## config.mk

```make
export PLATFORM = sky130hd
export DESIGN_NAME = lfu_cell
export DESIGN_NICKNAME = d
export VERILOG_FILES = /design/src/hdl/lfu_pkg.sv /design/src/hdl/lfu_cell.sv
export SDC_FILE = /design/constraint.sdc
export NUM_CORES = 1
export LEC_CHECK = 0
export ABC_CLOCK_PERIOD_IN_PS = 3050
export BUFFER_PORTS_ARGS = -buffer_cell sky130_fd_sc_hd__buf_2
export CAP_MARGIN = 20
export CORE_ASPECT_RATIO = 1.2
export CORE_MARGIN = 1.5
export CORE_UTILIZATION = 30
export CTS_CLUSTER_SIZE = 14
export DETAILED_ROUTE_END_ITERATION = 8
export PLACE_DENSITY_LB_ADDON = 0.08
export SLEW_MARGIN = 20
export SYNTH_ARGS = -nofsm -noshare
export SYNTH_HDL_FRONTEND = slang
export SYNTH_SLANG_ARGS = --single-unit
```

## constraint.sdc

```tcl
create_clock -name clk_i -period 3.05 [get_ports clk_i]
set_clock_uncertainty 0.1 [all_clocks]
set_input_delay 0.1525 -clock clk_i [delete_from_list [all_inputs] [get_ports clk_i]]
set_output_delay 0.1525 -clock clk_i [all_outputs]
set_load 0.02 [all_outputs]
```

## src/hdl/lfu_pkg.sv

```systemverilog
// shared constants, codes and types of the lfu cache table
package lfu_pkg;

  localparam int ENTRIES    = 16;
  localparam int COUNT_BITS = 32;
  localparam int DATA_W     = 32;
  localparam int CAP_W      = 5;

  localparam int IDX_W = (ENTRIES > 1) ? $clog2(ENTRIES) : 1;
  localparam int CNT_W = $clog2(ENTRIES + 1);
  localparam int CMP_W = (CNT_W > CAP_W) ? CNT_W : CAP_W;

  localparam logic [CAP_W-1:0]      CAP_RESET = CAP_W'(16);
  localparam logic [COUNT_BITS-1:0] COUNT_MAX = {COUNT_BITS{1'b1}};
  localparam logic [DATA_W-1:0]     READ_MISS = {DATA_W{1'b1}};

  localparam logic OP_GET = 1'b0;
  localparam logic OP_PUT = 1'b1;

  typedef enum logic [2:0] {
    ST_IDLE,
    ST_LOOKUP,
    ST_HIT_UPD,
    ST_SWEEP,
    ST_INSERT,
    ST_FINISH
  } lfu_state_e;

  typedef enum logic [1:0] {
    CELL_NOP,
    CELL_TOUCH,
    CELL_INSERT
  } cell_op_e;

  // command broadcast to every cell
  typedef struct packed {
    cell_op_e                op;
    logic                    put;
    logic [IDX_W-1:0]        tgt_idx;
    logic [IDX_W-1:0]        tgt_rank;
    logic                    evict;
    logic                    slot_en;
    logic [IDX_W-1:0]        slot_idx;
    logic [DATA_W-1:0]       wr_key;
    logic [DATA_W-1:0]       wr_data;
  } cell_cmd_t;

  // running victim and free slot search handed down the chain
  typedef struct packed {
    logic                    has_victim;
    logic [IDX_W-1:0]        v_idx;
    logic [COUNT_BITS-1:0]   v_count;
    logic [IDX_W-1:0]        v_rank;
    logic [DATA_W-1:0]       v_key;
    logic                    has_free;
    logic [IDX_W-1:0]        free_idx;
  } sweep_t;

endpackage

```

## src/hdl/lfu_cell.sv

```systemverilog
// one cache entry with its share of the victim search chain
module lfu_cell (
  input  logic                           clk_i,
  input  logic                           rst_ni,
  input  logic [lfu_pkg::IDX_W-1:0]      cell_idx_i,
  input  lfu_pkg::cell_cmd_t             cmd_i,
  input  logic [lfu_pkg::DATA_W-1:0]     req_key_i,
  input  lfu_pkg::sweep_t                sweep_i,
  output lfu_pkg::sweep_t                sweep_o,
  output logic                           hit_o,
  output logic [lfu_pkg::DATA_W-1:0]     data_o,
  output logic [lfu_pkg::IDX_W-1:0]      rank_o
);
  import lfu_pkg::*;

  logic                  valid_q, valid_d;
  logic [DATA_W-1:0]     key_q, key_d;
  logic [DATA_W-1:0]     data_q, data_d;
  logic [COUNT_BITS-1:0] count_q, count_d;
  logic [IDX_W-1:0]      rank_q, rank_d;
  sweep_t                sweep_q, sweep_d;
  logic                  is_tgt, is_slot, better;

  assign is_tgt  = (cell_idx_i == cmd_i.tgt_idx);
  assign is_slot = cmd_i.slot_en && (cell_idx_i == cmd_i.slot_idx);

  always_comb begin
    valid_d = valid_q;
    key_d   = key_q;
    data_d  = data_q;
    count_d = count_q;
    rank_d  = rank_q;
    case (cmd_i.op)
      CELL_TOUCH: begin
        if (is_tgt) begin
          if (cmd_i.put) begin
            data_d = cmd_i.wr_data;
          end
          if (count_q != COUNT_MAX) begin
            count_d = count_q + COUNT_BITS'(1);
          end
          rank_d = '0;
        end else if (valid_q && (rank_q < cmd_i.tgt_rank)) begin
          rank_d = rank_q + IDX_W'(1);
        end
      end
      CELL_INSERT: begin
        if (is_slot) begin
          valid_d = 1'b1;
          key_d   = cmd_i.wr_key;
          data_d  = cmd_i.wr_data;
          count_d = COUNT_BITS'(1);
          rank_d  = '0;
        end else if (cmd_i.slot_en && cmd_i.evict && is_tgt) begin
          valid_d = 1'b0;
        end else if (cmd_i.slot_en && valid_q) begin
          // older than the victim: one down for the drop, one up for the insert
          if (!(cmd_i.evict && (rank_q > cmd_i.tgt_rank))) begin
            rank_d = rank_q + IDX_W'(1);
          end
        end
      end
      default: begin
      end
    endcase
  end

  // this entry beats the candidate from upstream
  assign better = valid_q && (!sweep_i.has_victim || (count_q < sweep_i.v_count) ||
                  ((count_q == sweep_i.v_count) && (rank_q > sweep_i.v_rank)));

  always_comb begin
    sweep_d = sweep_i;
    if (better) begin
      sweep_d.has_victim = 1'b1;
      sweep_d.v_idx      = cell_idx_i;
      sweep_d.v_count    = count_q;
      sweep_d.v_rank     = rank_q;
      sweep_d.v_key      = key_q;
    end
    if (!sweep_i.has_free && !valid_q) begin
      sweep_d.has_free = 1'b1;
      sweep_d.free_idx = cell_idx_i;
    end
  end

  always_ff @(posedge clk_i or negedge rst_ni) begin
    if (!rst_ni) begin
      valid_q <= 1'b0;
      sweep_q <= '0;
    end else begin
      valid_q <= valid_d;
      sweep_q <= sweep_d;
    end
  end

  always_ff @(posedge clk_i) begin
    key_q   <= key_d;
    data_q  <= data_d;
    count_q <= count_d;
    rank_q  <= rank_d;
  end

  assign sweep_o = sweep_q;
  assign hit_o   = valid_q && (key_q == req_key_i);
  assign data_o  = data_q;
  assign rank_o  = rank_q;

endmodule

```

* After elaboration in Yosys (flattened, before gate mapping)
Index checks and enable logic that the tools add are counted.
** Storage, ports and cells
- Logic and storage cells :: 74
- Register bits :: 179
- Output and inout port bits :: 115
- Input bits :: 197
** Cells by class
- $lt $le $gt $ge :: 4
- Mux-type cells :: 19
- Reductions and logical operators :: 22
- $add $sub $neg :: 2
- Equality and inequality tests :: 15
** Operators by type and width (number)
- two-way mux 32 bit :: 6
- one-hot mux 32 bit (2 select lines) :: 2
- two-way mux 73 bit :: 1
- equality test 32 bit :: 2
- adder 32 x 1 -> 32 bit, second input constant :: 1
- < comparator 32 bit :: 1
- != test 32 bit, second input constant :: 1
- two-way mux 4 bit :: 6
- != test 3 bit, second input constant :: 4
- logical AND 1 bit :: 10
- equality test 4 bit :: 2
- > comparator 4 bit :: 2
- != test 2 bit, second input constant :: 4
- one-hot mux 4 bit (2 select lines) :: 1
- AND reduction 4 bit :: 2
- two-way mux 5 bit :: 1
- AND reduction 5 bit :: 1
- adder 4 x 1 -> 4 bit, second input constant :: 1
- < comparator 4 bit :: 1
- AND reduction 2 bit :: 2
- nonzero test 2 bit :: 2
- logical NOT 1 bit :: 3
- equality test 2 x 1 -> 1 bit, second input constant :: 1
- equality test 2 bit, second input constant :: 1
- other kinds (2) :: 4

* Depth between registers and ports, before layout
- Depth in word-level cells :: 7
- Depth in mapped cells :: 10
- Mapped depth without buffers :: 9

* Least setup slack after synthesis
Ideal clock, no wire load.
- Path kind :: reg-to-reg
- Start :: register count_q[6]
- End :: register count_q[0] (enable)
- Cell stages (with the launch flop) :: 8
- Library setup time :: 0.421 ns
- Required time :: 2.529 ns
- Clock period less this slack :: 3.174 ns
- Setup slack :: -0.124 ns
- Arrival time :: 2.653 ns
- Buffers on the path :: 0
- Path through :: edfxtp_1 and4_1 nand4_1 nor4_1 and2_1 nand4_1 o21ai_0 nor2_1
** On the way
- Longest elaborated chain between the ends :: 3
** RTL lines
- start, declared :: RTL line lfu_cell.sv:19 : logic [COUNT_BITS-1:0] count_q, count_d;
- start signal, assigned :: RTL line lfu_cell.sv:100 : count_q <= count_d;
- != test 32 bit :: RTL line lfu_cell.sv:39 : if (count_q != COUNT_MAX) begin
- != test 2 bit (no source line)
- AND reduction 4 bit (no source line)
No other way between the ends.
A chain may end at the register's enable or synchronous reset.

* Worst setup path after layout
- Start :: register key_q[13]
- End :: output port hit_o
** On the way
- Longest elaborated chain between the ends :: 2
** RTL lines
- start, declared :: RTL line lfu_cell.sv:17 : logic [DATA_W-1:0] key_q, key_d;
- start signal, assigned :: RTL line lfu_cell.sv:98 : key_q <= key_d;
- equality test 32 bit :: RTL line lfu_cell.sv:105 : assign hit_o = valid_q && (key_q == req_key_i);
- logical AND 1 bit :: RTL line lfu_cell.sv:105
- end, declared :: RTL line lfu_cell.sv:10 : output logic hit_o,
No other way between the ends.

==> run_results.csv <==
group,metric,value,unit
yosys,syn_nets,849,
clock_network,cts-buffers-inserted,17,
clock_network,clk_pin_slew_worst_paths,70,ps
worst_setup_path,crit_path_max_fanout,2,
timing,fin_crit_sh,93.0,%
worst_setup_path,path_class,"reg -> out",
clock_network,cts_tree,"built",
worst_setup_path,critPathArrivalTime,2580,ps
floorplanning,die_area,0.0286,mm^2
timing,setup_tns,0,ps
floorplanning,die_w,155,um
cells_and_area,final_area,0.0126,mm^2
global_route,grt_usage,16.4,%
clock_network,cts_root_buf,"clkbuf_16",
power_and_ir_drop,irDropWorstVdd,0.343,mV
route,finalWirelength,23500,um
yosys,ys_async_sr_fraction,44.1,%
worst_setup_path,cp-end-kind,"primary output",
timing,max_slew.worst_pin.slew,803,ps
timing,min_period,2840,ps
floorplanning,coreArea,0.0271,mm^2
route,antenna_left,0,
cells_and_area,fin_util,46.6,%
yosys,synth_top_cell_by_area,"edfxtp_1",
yosys,synth_edf_count,100,
yosys,synthTopCellsByArea,"edfxtp_1 (36%), dfrtp_1 (24%), mux2_2 (7.8%)",
yosys,yosys_warnings,0,
run,maxCapViolCount,0,
route,post-route-drc-count,0,
run_status,outcome,"finished, final reports clean",
route,vias,6388,
hold_path,hp-class,"in -> reg",
route,viasPerCell,4.38,
route,dr.pass1.iters,4,
yosys,ys_seq_elements,179,
power_and_ir_drop,power_density,562,mW/mm^2
cells_and_area,nets,1345,
worst_setup_path,worstPathRequired,2800,ps
yosys,synth_area_per_cell,13.6,um^2
clock_network,cts_sinks,179,
global_route,grt_pass1_vias,6677,
placement,place_hpwl,17000,um
timing,fmax,353,MHz
clock_network,clk_latency,440,ps
worst_setup_path,worst_setup_path_start_kind,"register",
global_route,grt-ovfl-total,0,
timing,setup_viol,0,
floorplanning,row_count,66,
yosys,synth_top_area_share,36.3,%
route,post_drt_wl_per_cell,16.1,um
floorplanning,die-height,185,um
cells_and_area,final_layout_size_suffix_gt1_share,38.9,%
yosys,synth_ff_type,"edfxtp_1",
global_route,grt_pass1_wl,35500,um
timing,slew_violations,0,
floorplanning,initial_core_util,30.6,%
yosys,synth_cell_types,41,
global_route,antenna_found_initial,2,
timing,rsz0062_at_grt,"no",
global_route,grt_max_degree,54,
floorplanning,ioPinCount,312,
placement,place_area,0.0104,mm^2
placement,port_buffers,311,
clock_network,cts.htree.levels,4,
yosys,synth_cells,608,
clock_network,clock_path_buffers,2,
route,drt_first_iter_violations,181,
timing,finalHoldViolations,0,
yosys,seq_area_frac_synth,60.2,%
cells_and_area,area.growth.synth_to_final,52.3,%
yosys,syn_area,0.00828,mm^2
placement,routabilityCongestion,0.748,
power_and_ir_drop,p_leak,0.00560,uW
timing,maxSlewHeadroom,46.5,%
[worst max-delay path: stages, from the launching register on]
cell and delay (ps):
edfxtp_1 410, xnor2_1 210, nand4_1 230, nor4_2 370, buf_4 170, nand4_1 120
nor4_2 410, buf_2 230
[cells by family (layout without fill, tap and decap cells)]
kind of cell	Yosys count	count (layout)	share of synthesized area [%]
other cells	0	2	0
buf+inv	59	568	3.31
compound gates	40	40	3.01
xor+xnor	71	71	7.51
flops	179	179	60.2
mux	77	77	10.4
fa+ha+maj	44	44	6.65
simple gates	138	138	8.92
[cell usage after synthesis (2+ instances only)]
| library cell | instances |
|---|---|
| mux2i_1 | 2 |
| nand2_1 | 29 |
| a21oi_1 | 18 |
| inv_1 | 47 |
| o21ai_0 | 11 |
| nand4_1 | 24 |
| clkbuf_1 | 4 |
| o211ai_1 | 2 |
| xnor2_1 | 40 |
| dfrtp_1 | 79 |
| xor2_1 | 31 |
| and3_1 | 3 |
| and2_1 | 4 |
| mux2_2 | 57 |
| nand2b_1 | 4 |
| mux2_1 | 18 |
| ha_1 | 44 |
| and4_1 | 6 |
| nor4b_4 | 2 |
| edfxtp_1 | 100 |
| nand3_1 | 13 |
| nor4_1 | 6 |
| nor2_1 | 37 |
| nor2b_1 | 4 |
| buf_6 | 7 |
[final cells by class]
type,instances,area (um^2)
Multi-Input combinational cell,370,3040
Sequential cell,179,4980
Tap cell,340,425
Timing Repair Buffer,489,3330
Clock inverter,14,225
Antenna cell,2,5.00
Clock buffer,18,429
Fill cell,2603,14500
Inverter,47,176
[flip-flops by register name, indices dropped and copies added (netlist names)]
name / count
data_o: 32
rank_o: 4
sweep_o: 78
valid_q: 1
key_q: 32
count_q: 32
[metal layers]
layer	part of all wire [%]	track usage (%)	wire, um
met1	38	17.9	9020
met2	53	30.1	12500
met3	7.3	5.62	1730
met4	1.2	4.85	292
met5	0	0	0
[layout by cell type (no fill, tap or decap), types with 2 or more instances in the layout]
cell / netlist / final
buf_2: 0 / 310
dlygate4sd3_1: 0 / 153
edfxtp_1: 100 / 100
dfrtp_1: 79 / 79
mux2_2: 57 / 57
inv_1: 47 / 47
ha_1: 44 / 44
xnor2_1: 40 / 40
nor2_1: 37 / 35
xor2_1: 31 / 31
nand2_1: 29 / 29
nand4_1: 24 / 24
buf_4: 0 / 22
a21oi_1: 18 / 18
mux2_1: 18 / 18
clkbuf_16: 0 / 17
nand3_1: 13 / 13
o21ai_0: 11 / 11
and4_1: 6 / 6
bufinv_16: 0 / 5
nor4_1: 6 / 4
nor2b_1: 4 / 4
nand2b_1: 4 / 4
and2_1: 4 / 4
buf_12: 0 / 4
and3_1: 3 / 3
clkinv_4: 0 / 3
diode_2: 0 / 2
nor4b_4: 2 / 2
o211ai_1: 2 / 2
mux2i_1: 2 / 2
nor4_2: 0 / 2
nor2_2: 0 / 2
inv_6: 0 / 2
clkinvlp_4: 0 / 2
[final timing paths]
kind | to | slack, ps | cells past startpoint | startpoint
worst max register to register | sweep_o[55]$_DFF_PN0_ | 260 | 8 | count_q[3]$_SDFFCE_PP0P_
min in group asynchronous | sweep_o[55]$_DFF_PN0_ | 250 | 2 | rst_ni
worst max-delay path | hit_o | 210 | 7 | key_q[13]$_DFFE_PP_
worst min register to register | sweep_o[34]$_DFF_PN0_ | 410 | 1 | key_q[29]$_DFFE_PP_
worst min-delay path | rank_o[0]$_DFFE_PP_ | 190 | 4 | cmd_i[80]
max in group asynchronous | sweep_o[19]$_DFF_PN0_ | 1930 | 3 | rst_ni
[per-stage QoR]
stage / hold WS, ps / std cells / worst slack (ps) / power [uW]
floorplan: -243 / 608 / 291 / 3910
detailed placement: 202 / 1272 / 233 / 4510
finish: 185 / 1459 / 214 / 7090
global route: 175 / 1459 / 24.3 / 7420
CTS: 166 / 1457 / 21.6 / 7200
global placement: 206 / 1272 / 234 / 4510
[what timing repair did]
action	CTS	global route
endpoints found under the setup margin	1	0
endpoints found under the hold margin	195	0
hold buffers	153	0
resized for setup	2	0
buffers inserted	0	0
[where the power goes]
part	internal (uW)	switching [uW]	total, uW
sequential	2850	118	2960
clock	1470	1020	2490
combinational	769	867	1640
total	5080	2000	7090
No activity file was read; power rests on OpenSTA's default activity.
